$ cat config.mk
export PLATFORM = sky130hd
export DESIGN_NAME = ladder_keypad_debounce_unit_flat
export DESIGN_NICKNAME = d
export VERILOG_FILES = /design/src/sv/lkd_pkg.sv /design/src/sv/lkd_in_if.sv /design/src/sv/lkd_out_if.sv /design/src/sv/lkd_classify.sv /design/src/sv/ladder_keypad_debounce_unit.sv /design/src/flat_wrapper.sv
export SDC_FILE = /design/constraint.sdc
export NUM_CORES = 1
export LEC_CHECK = 0
export BUFFER_PORTS_ARGS = -buffer_cell sky130_fd_sc_hd__buf_2
export CAP_MARGIN = 25
export CORE_MARGIN = 5
export CORE_UTILIZATION = 59
export DETAILED_ROUTE_END_ITERATION = 10
export PLACE_DENSITY = 0.83
export SLEW_MARGIN = 20
export SYNTH_ARGS = -nofsm -noshare
export SYNTH_HDL_FRONTEND = slang
export SYNTH_SLANG_ARGS = --single-unit
$ cat constraint.sdc
create_clock -name clk -period 5.3 [get_ports clk]
set_input_delay 0.53 -clock clk [delete_from_list [all_inputs] [get_ports clk]]
set_output_delay 0.53 -clock clk [all_outputs]
set_load 0.03 [all_outputs]
$ cat src/sv/lkd_pkg.sv
package lkd_pkg;

	typedef logic [2:0] key_t;
	typedef logic [9:0] sample_t;
	typedef logic [31:0] time_t;
	typedef logic [15:0] debounce_t;

	localparam key_t KEY_NONE = 3'd0;
	localparam key_t KEY_UP   = 3'd1;
	localparam key_t KEY_DOWN = 3'd2;
	localparam key_t KEY_MENU = 3'd3;
	localparam key_t KEY_BACK = 3'd4;

	localparam int NUM_KEYS = 4;

	localparam sample_t UP_LO   = 10'd1000;
	localparam sample_t DOWN_LO = 10'd750;
	localparam sample_t DOWN_HI = 10'd830;
	localparam sample_t MENU_LO = 10'd500;
	localparam sample_t MENU_HI = 10'd600;
	localparam sample_t BACK_LO = 10'd280;
	localparam sample_t BACK_HI = 10'd380;

	localparam debounce_t DEBOUNCE_RST = 16'd50;

endpackage

$ cat src/sv/lkd_in_if.sv
interface lkd_in_if;
	import lkd_pkg::*;

	logic    valid;
	logic    ready;
	sample_t sample;
	time_t   time_ms;

	modport source (output valid, output sample, output time_ms, input ready);
	modport sink (input valid, input sample, input time_ms, output ready);

endinterface

$ cat src/sv/lkd_out_if.sv
interface lkd_out_if;
	import lkd_pkg::*;

	logic valid;
	logic ready;
	key_t pressed_key;

	modport source (output valid, output pressed_key, input ready);
	modport sink (input valid, input pressed_key, output ready);

endinterface

$ cat src/sv/lkd_classify.sv
module lkd_classify (
	input  lkd_pkg::sample_t sample,
	output lkd_pkg::key_t    key
);
	import lkd_pkg::*;

	always_comb begin
		priority if (sample > UP_LO) begin
			key = KEY_UP;
		end else if (sample > DOWN_LO && sample < DOWN_HI) begin
			key = KEY_DOWN;
		end else if (sample > MENU_LO && sample < MENU_HI) begin
			key = KEY_MENU;
		end else if (sample > BACK_LO && sample < BACK_HI) begin
			key = KEY_BACK;
		end else begin
			key = KEY_NONE;
		end
	end

endmodule

$ cat src/sv/ladder_keypad_debounce_unit.sv
// Ladder keypad decoder with debounce.
// req: one word per converter reading (sample, time_ms), valid/ready.
// rsp: one word per accepted reading (pressed_key), valid/ready.
// debounce_we/debounce_wdata: write the debounce time in ms; change it
// only while no reading is in flight.
// Pipeline: a reading passes through two register stages, the input register
// and then the result register that holds its result word.
// Throughput: one reading per cycle unless rsp stalls; the key state is
// updated in a single pass between the input register and the result register.
// pressed_key is nonzero once per hold, on the first reading where the same
// key has been stable strictly longer than the debounce time.
// Reset: empty pipeline, no previous key, change time zero, latches clear,
// debounce time 50 ms.
// Stall: a held result keeps rsp.valid up; one more reading may sit in the
// input register, after which req.ready drops until rsp drains.
module ladder_keypad_debounce_unit (
	input  logic               clk,
	input  logic               arst_n,
	lkd_in_if.sink             req,
	lkd_out_if.source          rsp,
	input  logic               debounce_we,
	input  lkd_pkg::debounce_t debounce_wdata
);
	import lkd_pkg::*;

	key_t              cls_in;
	logic              valid_s1;
	key_t              cls_s1;
	time_t             time_s1;
	logic              valid_q;
	key_t              key_q;
	key_t              prev_q;
	time_t             change_q;
	logic [NUM_KEYS-1:0] flags_q;
	debounce_t         debounce_q;

	logic              adv;
	logic              changed;
	time_t             elapsed;
	logic              stable;
	logic [NUM_KEYS-1:0] hit;
	logic [NUM_KEYS-1:0] fire;
	key_t              result;

	lkd_classify u_classify (
		.sample(req.sample),
		.key   (cls_in)
	);

	assign adv       = valid_s1 && (!valid_q || rsp.ready);
	assign req.ready = !valid_s1 || adv;

	assign changed = cls_s1 != prev_q;
	assign elapsed = changed ? '0 : time_s1 - change_q;
	assign stable  = elapsed > {16'd0, debounce_q};

	always_comb begin
		result = KEY_NONE;
		for (int k = 0; k < NUM_KEYS; k++) begin
			hit[k]  = stable && (cls_s1 == key_t'(k + 1));
			fire[k] = hit[k] && !flags_q[k];
			if (fire[k]) begin
				result = key_t'(k + 1);
			end
		end
	end

	always_ff @(posedge clk or negedge arst_n) begin
		if (!arst_n) begin
			debounce_q <= DEBOUNCE_RST;
		end else if (debounce_we) begin
			debounce_q <= debounce_wdata;
		end
	end

	always_ff @(posedge clk or negedge arst_n) begin
		if (!arst_n) begin
			valid_s1 <= 1'b0;
		end else if (req.ready) begin
			valid_s1 <= req.valid;
		end
	end

	always_ff @(posedge clk) begin
		if (req.valid && req.ready) begin
			cls_s1  <= cls_in;
			time_s1 <= req.time_ms;
		end
	end

	always_ff @(posedge clk or negedge arst_n) begin
		if (!arst_n) begin
			prev_q   <= KEY_NONE;
			change_q <= '0;
			flags_q  <= '0;
			valid_q  <= 1'b0;
		end else begin
			if (adv) begin
				prev_q  <= cls_s1;
				flags_q <= hit;
				if (changed) begin
					change_q <= time_s1;
				end
				valid_q <= 1'b1;
			end else if (rsp.ready) begin
				valid_q <= 1'b0;
			end
		end
	end

	always_ff @(posedge clk) begin
		if (adv) begin
			key_q <= result;
		end
	end

	assign rsp.valid       = valid_q;
	assign rsp.pressed_key = key_q;

	// at most one key can fire per reading
	a_fire_onehot: assert property (@(posedge clk) disable iff (!arst_n)
		valid_s1 |-> $onehot0(fire))
		else $error("more than one key fired");

	// a fired key is latched afterwards
	a_fire_latch: assert property (@(posedge clk) disable iff (!arst_n)
		(adv && fire != '0) |=> (flags_q != '0 && key_q != KEY_NONE))
		else $error("fired key not latched");

	// a new key class never reports on its first reading
	a_change_quiet: assert property (@(posedge clk) disable iff (!arst_n)
		(adv && changed) |=> (key_q == KEY_NONE))
		else $error("press on class change");

	// results stay in the code range
	a_key_range: assert property (@(posedge clk) disable iff (!arst_n)
		valid_q |-> (key_q <= KEY_BACK))
		else $error("pressed key out of range");

endmodule

$ cat src/flat_wrapper.sv
// flat-port wrapper written by rule: the top's interface ports become plain ports
module ladder_keypad_debounce_unit_flat import lkd_pkg::*;
  (clk, arst_n, debounce_we, debounce_wdata, req_valid, req_sample, req_time_ms, req_ready, rsp_valid, rsp_pressed_key, rsp_ready);
  lkd_in_if req_i ();
  lkd_out_if rsp_i ();
  input  logic clk;
  input  logic arst_n;
  input  logic debounce_we;
  input  lkd_pkg::debounce_t debounce_wdata;
  input wire logic [$bits(req_i.valid)-1:0] req_valid;
  input wire logic [$bits(req_i.sample)-1:0] req_sample;
  input wire logic [$bits(req_i.time_ms)-1:0] req_time_ms;
  output wire logic [$bits(req_i.ready)-1:0] req_ready;
  output wire logic [$bits(rsp_i.valid)-1:0] rsp_valid;
  output wire logic [$bits(rsp_i.pressed_key)-1:0] rsp_pressed_key;
  input wire logic [$bits(rsp_i.ready)-1:0] rsp_ready;
  assign req_i.valid = req_valid;
  assign req_i.sample = req_sample;
  assign req_i.time_ms = req_time_ms;
  assign req_ready = req_i.ready;
  assign rsp_valid = rsp_i.valid;
  assign rsp_pressed_key = rsp_i.pressed_key;
  assign rsp_i.ready = rsp_ready;
  ladder_keypad_debounce_unit u_core (.clk(clk), .arst_n(arst_n), .req(req_i), .rsp(rsp_i), .debounce_we(debounce_we), .debounce_wdata(debounce_wdata));
endmodule
Yosys cells after proc, flatten, opt, wreduce, memory -nomap -nowiden
Index checks and enable logic that the tools add are counted.
{ "totals": {"inputBits": 63, "romBits": 0, "latch_bits": 0, "regBits": 95, "mem_count": 0, "out_inout_bits": 5, "mem_bits_rw": 0, "wordCells": 57} }
{ "classes": {"eq_ne": 5, "div_mod_pow": 0, "magnitude_cmp": 8, "mul": 0, "add_sub_neg": 1, "reduce_logical": 24, "mux": 9, "n_bitwise": 0, "shift": 0} }
{ "ops": {"columns": ["operator", "count"], "rows": [
  ["$gt A32 B16 Y1", 1],
  ["$mux W32", 1],
  ["$sub A32 B32 Y32", 1],
  ["$gt A10 B10 Y1 const B", 2],
  ["$gt A10 B9 Y1 const B", 2],
  ["$lt A10 B10 Y1 const B", 2],
  ["$logic_and A1 B1 Y1", 13],
  ["$lt A10 B9 Y1 const B", 1],
  ["$mux W3", 3],
  ["$eq A3 B2 Y1 const B", 2],
  ["$logic_not A1 Y1", 6],
  ["$mux W2", 2],
  ["$eq A3 B1 Y1 const B", 1],
  ["$eq A3 B3 Y1 const B", 1],
  ["$mux W1", 3],
  ["$ne A3 B3 Y1", 1],
  ["$reduce_or A3 Y1", 1],
  ["$logic_or A1 B1 Y1", 2],
  ["$reduce_and A2 Y1", 1],
  ["$reduce_bool A2 Y1", 1]
]} }

Longest topological paths before layout
Gate-level depths: netlist of the first run.
{ "depth": {"ltp_word": 8, "mapped_depth": 20, "mapped_depth_nobuf": 20} }

By module
A second synthesis of the first run with hierarchy kept.
{ "hier_totals": {"hier_cells": 611, "area_unflattened_um2": 5987.0} }
{ "by_module_without_submodules": {"columns": ["mod", "n_inst", "cells_per_inst", "seq_area_each_um2", "area_per_inst_um2"], "rows": [
  ["ladder_keypad_debounce_unit", 1, 586, 2571.2, 5821.8],
  ["lkd_classify", 1, 25, 0.0, 165.2]
]} }

Least setup slack after synthesis of the first run
No wires, ideal clock.
{ "synth_timing": {"path_kind": "reg-to-reg", "startpoint": "register u_core.time_s1[2]", "endpoint": "register u_core.key_q[1], in the netlist u_core.rsp.pressed_key[1] (data pin)", "path_stages_with_launch": 19, "slack_ps": 1073, "n_path_buf": 0, "period_less_slack_ps": 4227, "t_arrival_ps": 3951, "setup_ps": 276, "t_required_ps": 5024, "path_cell_list": "edfxtp_1 ha_1 o211ai_1 a21oi_1 nor2_1 o21ai_0 a31oi_1 xor2_1 nor2_1 ha_1 a21o_1 a21o_1 a221o_1 a2111oi_0 nor2_1 nor4_1 nand4_1 a2111oi_4 nor4_1"} }
{ "synth_via": {"elab_chain_len": 7, "elab_cells_between_ends": 11, "cone_classes": "add/sub: 1; order compare: 1; mux: 3; reduce/logical: 6"} }
{ "synth_lines": {"columns": ["item", "line_no", "rtl"], "rows": [
  ["start: declaration", "ladder_keypad_debounce_unit.sv:29", "time_t time_s1;"],
  ["start signal: assignment", "ladder_keypad_debounce_unit.sv:87", "time_s1 <= req.time_ms;"],
  ["$sub A32 B32 Y32 *", "ladder_keypad_debounce_unit.sv:54", "assign elapsed = changed ? '0 : time_s1 - change_q;"],
  ["$mux W32 *", "ladder_keypad_debounce_unit.sv:54", null],
  ["$gt A32 B16 Y1 *", "ladder_keypad_debounce_unit.sv:55", "assign stable = elapsed > {16'd0, debounce_q};"],
  ["$logic_and A1 B1 Y1", "ladder_keypad_debounce_unit.sv:60", "hit[k] = stable && (cls_s1 == key_t'(k + 1));"],
  ["$logic_and A1 B1 Y1", "ladder_keypad_debounce_unit.sv:61", "fire[k] = hit[k] && !flags_q[k];"],
  ["$mux W3 (2 in series)", "ladder_keypad_debounce_unit.sv:62", "if (fire[k]) begin"],
  ["end signal: assignment", "ladder_keypad_debounce_unit.sv:113", "key_q <= result;"],
  ["end: declaration", "ladder_keypad_debounce_unit.sv:31", "key_t key_q;"]
]} }
Mark *: on every way between the ends. The rest lies on a longest branch, timed or not.
A chain may end at the register's enable or synchronous reset.

Worst setup path after layout of the first run
{ "layout_timing": {"startpoint": "register u_core.change_q[8]", "endpoint": "register u_core.key_q[0], in the netlist u_core.rsp.pressed_key[0] (data pin)"} }
{ "layout_via": {"elab_chain_len": 8, "elab_cells_between_ends": 14, "cone_classes": "add/sub: 1; order compare: 1; mux: 4; reduce/logical: 8"} }
{ "layout_lines": {"columns": ["item", "line_no", "rtl"], "rows": [
  ["start: declaration", "ladder_keypad_debounce_unit.sv:33", "time_t change_q;"],
  ["start signal: assignment", "ladder_keypad_debounce_unit.sv:102", "change_q <= time_s1;"],
  ["$sub A32 B32 Y32 *", "ladder_keypad_debounce_unit.sv:54", null],
  ["$mux W32 *", "ladder_keypad_debounce_unit.sv:54", null],
  ["$gt A32 B16 Y1 *", "ladder_keypad_debounce_unit.sv:55", null],
  ["$logic_and A1 B1 Y1", "ladder_keypad_debounce_unit.sv:60", null],
  ["$logic_and A1 B1 Y1", "ladder_keypad_debounce_unit.sv:61", null],
  ["$mux W1", "ladder_keypad_debounce_unit.sv:62", null],
  ["$mux W3 (2 in series)", "ladder_keypad_debounce_unit.sv:62", null]
]} }
Marked as above.

==> metrics, run 1 <==
Inserted Clock Buffers 9; ANT nets after route 0; CTS Hold Buffers Added 0; Post-Route Setup TNS 0 ns; Core ar. 10,140 um2; root buf cell clkbuf_8; largest net degree at the start of global routing 58; post-synthesis sequential area ratio 42.63%; outcome completed; placed cell count 813; Finished Cell Area 6705 um2; normalized max-slew margin 50.51%; Post-synth EDFFs 38; Post-DP HPWL 10,580 um; post-route DRC violation count 0; Synth Register Bits 95; die area 12,350 um2; CTS Sinks 95; CP Data Arrival Time 4.90 ns; IO Count 68; Tot GR Track Use 23.17%; die width 111.1 um; IO Port Bufs 67; PD cells 394.1 nW/um2; Mean Syn Cell Area 9.605 um2; Initial Utilization 59.50%; # diodes 0; worst r2r path cells 20; total design power 2.642 mW; Synth area leaders dfrtp_1 22%, edfxtp_1 19%, ha_1 9.7%; CTS tree built; critical path class reg2reg; highest clock rate 0.2082 GHz; r2r setup slk 0.50 ns; commonest non-fill, non-tap cells in the layout 67 x buf_2, 65 x nand2_1, 54 x dfrtp_1; ys async rst share 60.00%; number of global-route vias before repair 4,921; synthesis warning total 0; Die H 111.1 um; critical path launch point type register; endpoint class of the critical path register; Peak VDD IR 200.9 uV; post-synth top area cell dfrtp_1; vias 4,962; H-tree depth 3; Leakage Power 3.014 nW; Hold Vio Cnt, Final 0; Layout Cells excl Fill 831; Pre-antenna DRT Iters 5; reg-to-reg endpoint u_core.rsp.pressed_key[0]$_SDFFCE_PP0P_; CP Data Required Time 5.40 ns; share of cells above drive strength 1 18.99%; fin crit share 90.64%; clock skew 0.005825 ns; minimum clock period 4.804 ns; Yosys top cell area share 22.40%; Worst-Margin Slew 0.7424 ns; Setup Viol. Count Final 0; GPL Wtd Cong 0.9838; Pins Over Slew Limit 0; clk_lat worst skew 0.37 ns; Initial DRC Count 386; mapped cell area 6032 um2; initial antenna violation count 0; reg2reg start u_core.change_q[8]$_DFFE_PN0P_; commonest non-fill, non-tap cell in the layout buf_2; Nets 801; Synth cell types 56; GRT overflow 0; synthesis-to-finish area growth 11.16%; Core Rows 37; Max Cap Violations 0; HP Class in2async; Post-synth top flop dfrtp_1; critical path fanouts, max 7; final wirelength 13,760 um; syn nets 739; routed length per instance 16.55 um; clk buf depth 2; first-pass GRT wire length 23,520 um; number of cells produced by synthesis 628; clock-pin slew on the worst setup and hold paths 0.09 ns; vias per inst 5.971; DP Area 6470 um2
## synth_stat cells, types with 2 or more instances
master,count
nand2_1,65
dfrtp_1,54
inv_1,53
ha_1,47
nor2_1,45
a21oi_1,40
edfxtp_1,38
o21ai_0,38
mux2_2,35
a21o_1,19
clkbuf_1,17
nand2b_1,12
nand3_1,11
nand4_1,11
xor2_1,11
xnor2_1,10
nor3_1,9
o211ai_1,9
or3_1,9
a31oi_1,7
nor4_1,7
nor2b_1,6
a211oi_1,5
and2_1,5
o22ai_1,5
a2111oi_0,4
and4_1,4
o31ai_1,4
or4_1,4
a21boi_0,3
buf_2,3
dfstp_2,3
o2111ai_1,3
o21a_1,3
o21ai_1,3
o21bai_1,3
a32oi_1,2
mux2i_1,2
or2_2,2
## worst max path at each step
| stage | from | slack, ns | to |
|---|---|---|---|
| final | u_core.change_q[8]$_DFFE_PN0P_ | 0.50 | u_core.rsp.pressed_key[0]$_SDFFCE_PP0P_ |
| after global routing | u_core.change_q[6]$_DFFE_PN0P_ | -0.005 | u_core.rsp.pressed_key[0]$_SDFFCE_PP0P_ |
| after CTS | u_core.change_q[0]$_DFFE_PN0P_ | 0.31 | u_core.rsp.pressed_key[0]$_SDFFCE_PP0P_ |
| after detailed placement | u_core.change_q[0]$_DFFE_PN0P_ | 0.35 | u_core.rsp.pressed_key[0]$_SDFFCE_PP0P_ |
| after global placement | u_core.change_q[0]$_DFFE_PN0P_ | 0.53 | u_core.rsp.pressed_key[1]$_SDFFCE_PP0P_ |
| after floorplan | u_core.time_s1[2]$_DFFE_PP_ | 1.07 | u_core.rsp.pressed_key[1]$_SDFFCE_PP0P_ |
## where the power goes
group / leakage, nW / internal, mW / switching [mW]
registers: 1.04 / 0.880 / 0.0547
clock network: 0.103 / 0.244 / 0.249
logic: 1.87 / 0.486 / 0.728
## through the flow
step	util, %	worst slack, ns	hold slack [ns]
after floorplan	-	1.073	0.2344
after global placement	63.82	0.5327	0.4606
after detailed placement	63.82	0.3471	0.4817
after CTS	65.79	0.3116	0.3099
after global routing	66.14	-0.004963	0.3077
final	66.14	0.4961	0.3086
## state kept, by name, summed over array words and instances (netlist names)
| register | flops |
|---|---|
| u_core.change_q | 32 |
| u_core.cls_s1 | 3 |
| u_core.debounce_q | 16 |
| u_core.flags_q | 4 |
| u_core.prev_q | 3 |
| u_core.rsp.pressed_key | 3 |
| u_core.rsp.valid | 1 |
| u_core.time_s1 | 32 |
| u_core.valid_s1 | 1 |
## critical path, cell delays in order, from the launching register on
cell       delay (ns)
dfrtp_1          0.36
inv_1            0.05
ha_1             0.36
a21o_1           0.22
o21bai_1         0.17
a221oi_2         0.43
and2_1           0.30
o21ai_0          0.13
xnor2_1          0.17
nor2_1           0.06
ha_1             0.33
and4_1           0.22
nand3_1          0.11
a21oi_1          0.05
a2111oi_1        0.35
nor2_1           0.16
nor4_1           0.29
nand4_1          0.20
a2111oi_4        0.30
buf_4            0.20
nor4_1           0.07
## layer usage
| layer | global-route usage [%] | routed length, um |
|---|---|---|
| met1 | 28.92 | 5678 |
| met2 | 40.61 | 6911 |
| met3 | 3.821 | 764 |
| met4 | 8.191 | 400 |
| met5 | 0 | 0 |
## repair_timing
item | 4_1_cts | 5_1_grt
setup endpoints to repair | 0 | 7
resized for setup | 0 | 5
setup buffers | 0 | 2
hold endpoints to repair | 0 | 0
## layout make-up
cell class / count / area (um2)
Timing Repair Buffer: 72 / 372.9
Tap cell: 136 / 170.2
Clock buffer: 12 / 156.4
Sequential cell: 95 / 2571
Fill cell: 830 / 3433
Multi-Input combinational cell: 459 / 3192
Inverter: 53 / 198.9
Clock inverter: 4 / 43.79
## logic make-up after synthesis
| family | count (synthesis) | synth area share (%) |
|---|---|---|
| AND/OR/NAND/NOR | 194 | 15.49 |
| XOR/XNOR | 21 | 3.049 |
| buffers and inverters | 74 | 4.791 |
| AO/OA/AOI/OAI | 159 | 17.09 |
| multiplexers | 37 | 6.866 |
| adder cells (fa/ha/maj) | 48 | 10.08 |
| flip-flops | 95 | 42.63 |
Note: power is estimated with default switching activity, not from simulation.
==> run 2, diff against run 1 <==
--- a/config.mk
+++ b/config.mk
@@ -11,6 +11,7 @@
 export CORE_UTILIZATION = 59
 export DETAILED_ROUTE_END_ITERATION = 10
 export PLACE_DENSITY = 0.83
+export REMOVE_ABC_BUFFERS = 1
 export SLEW_MARGIN = 20
 export SYNTH_ARGS = -nofsm -noshare
 export SYNTH_HDL_FRONTEND = slang
==> metrics, run 2 (synthesis gave the netlist of run 1 again) <==
ANT nets after route 0; Peak VDD IR 236.3 uV; commonest non-fill, non-tap cells in the layout 67 x buf_2, 65 x nand2_1, 54 x dfrtp_1; synthesis-to-finish area growth 11.08%; clock-pin slew on the worst setup and hold paths 0.09 ns; reg-to-reg endpoint u_core.rsp.pressed_key[1]$_SDFFCE_PP0P_; PD cells 394.8 nW/um2; Initial Utilization 59.50%; CTS tree built; normalized max-slew margin 49.73%; final wirelength 14,130 um; Pre-antenna DRT Iters 5; Pins Over Slew Limit 0; clk buf depth 2; Max Cap Violations 0; Inserted Clock Buffers 9; largest net degree at the start of global routing 58; RSZ-0062 raised after global routing false; commonest non-fill, non-tap cell in the layout buf_2; Tot GR Track Use 23.70%; die width 111.1 um; highest clock rate 0.2035 GHz; worst r2r path cells 19; critical path fanouts, max 7; fin crit share 92.74%; Nets 801; Flop pwr share 35.4%; minimum clock period 4.915 ns; endpoint class of the critical path register; Core Rows 37; CTS Sinks 95; initial antenna violation count 0; Core ar. 10,140 um2; Post-Route Setup TNS 0 ns; critical path launch point type register; HP Class in2async; post-route DRC violation count 0; GRT overflow 0; Setup Viol. Count Final 0; vias 4,909; outcome completed; # diodes 0; vias per inst 5.907; clock skew 0.01114 ns; critical path class reg2reg; routed length per instance 17.00 um; reg2reg start u_core.change_q[0]$_DFFE_PN0P_; root buf cell clkbuf_8; clk_lat worst skew 0.39 ns; largest registers u_core.change_q: 32 flops, u_core.time_s1: 32 flops, u_core.debounce_q: 16 flops; Clk network pwr share 19.2%; Initial DRC Count 388; Sw Share 39.26%; share of cells above drive strength 1 19.14%; Sw Pwr 1.038 mW; Worst-Margin Slew 0.7540 ns; IO Port Bufs 67; IO Count 68; Die H 111.1 um; CP Data Arrival Time 5.03 ns; CP Data Required Time 5.41 ns; Post-DP HPWL 10,900 um; die area 12,350 um2; Hold Vio Cnt, Final 0; Gate power share 45.4%; worst hold margin 0.2887 ns; H-tree depth 3; first-pass GRT wire length 23,740 um; GPL Wtd Cong 0.8794; number of global-route vias before repair 5,017; Int Power 1.607 mW; r2r setup slk 0.38 ns; Leakage Power 3.014 nW
run 2: routing by layer:
layer,vias up,global-route usage (%),part of all wire (%)
met5,-,0,0
met4,0,7.867,1.9
met3,22,5.731,5.9
met2,148,38.63,48
met1,2339,31.20,44
li1,2400,-,-
run 2: through the flow:
step | std cells | setup slack (ns) | total power, mW | util (%) | cell area [um2]
6_report | 831 | 0.3850 | 2.645 | 66.09 | 6700
5_1_grt | 831 | 0.04113 | 2.838 | 66.09 | 6700
4_1_cts | 830 | 0.3606 | 2.650 | 66.01 | 6693
3_5_place_dp | 814 | 0.3974 | 2.130 | 63.89 | 6477
3_3_place_gp | 814 | 0.6210 | 2.097 | 63.89 | 6477
2_1_floorplan | 607 | 1.062 | 1.817 | - | 5942
run 2: what timing repair did:
action                                  in CTS  in global routing
resized for setup                            0                  0
hold buffers                                 0                  0
setup buffers                                0                  1
endpoints found under the setup margin       0                  2
run 2: critical path, stage by stage (launching register included):
cell and delay (ns):
dfrtp_1 0.39, ha_1 0.22, fa_1 0.41, nand2b_1 0.19, a21oi_1 0.22, o21ai_0 0.26
o31ai_2 0.47, xnor2_1 0.19, nor2_1 0.06, ha_1 0.29, and4_1 0.21, nand3_1 0.10
a21oi_1 0.04, a2111oi_0 0.38, nor2_1 0.13, nor4_1 0.31, nand4_1 0.19, a2111oi_4 0.29
buf_4 0.21, nor4_1 0.06
run 2: layout make-up:
cell class | instances | area [um2]
fillers | 819 | 3438
multi-input cells | 459 | 3172
flip-flops and latches | 95 | 2571
repair buffers | 72 | 372.9
inverters | 53 | 198.9
well taps | 136 | 170.2
clock buffers | 11 | 151.4
clock inverters | 5 | 63.81
run 2: worst max path at each step:
stage	start	end
floorplan	u_core.time_s1[2]$_DFFE_PP_	u_core.rsp.pressed_key[1]$_SDFFCE_PP0P_
global placement	u_core.change_q[0]$_DFFE_PN0P_	u_core.rsp.pressed_key[1]$_SDFFCE_PP0P_
detailed placement	u_core.change_q[0]$_DFFE_PN0P_	u_core.rsp.pressed_key[1]$_SDFFCE_PP0P_
CTS	u_core.change_q[0]$_DFFE_PN0P_	u_core.rsp.pressed_key[1]$_SDFFCE_PP0P_
global route	u_core.change_q[0]$_DFFE_PN0P_	u_core.rsp.pressed_key[1]$_SDFFCE_PP0P_
finish	u_core.change_q[0]$_DFFE_PN0P_	u_core.rsp.pressed_key[1]$_SDFFCE_PP0P_
run 2: power by group through the flow:
stage | logic, mW | clock network, mW | registers [mW]
global placement | 1.15 | 0 | 0.944
global route | 1.34 | 0.553 | 0.949
finish | 1.20 | 0.507 | 0.936
detailed placement | 1.18 | 0 | 0.952
floorplan | 0.876 | 0 | 0.941
CTS | 1.19 | 0.527 | 0.936
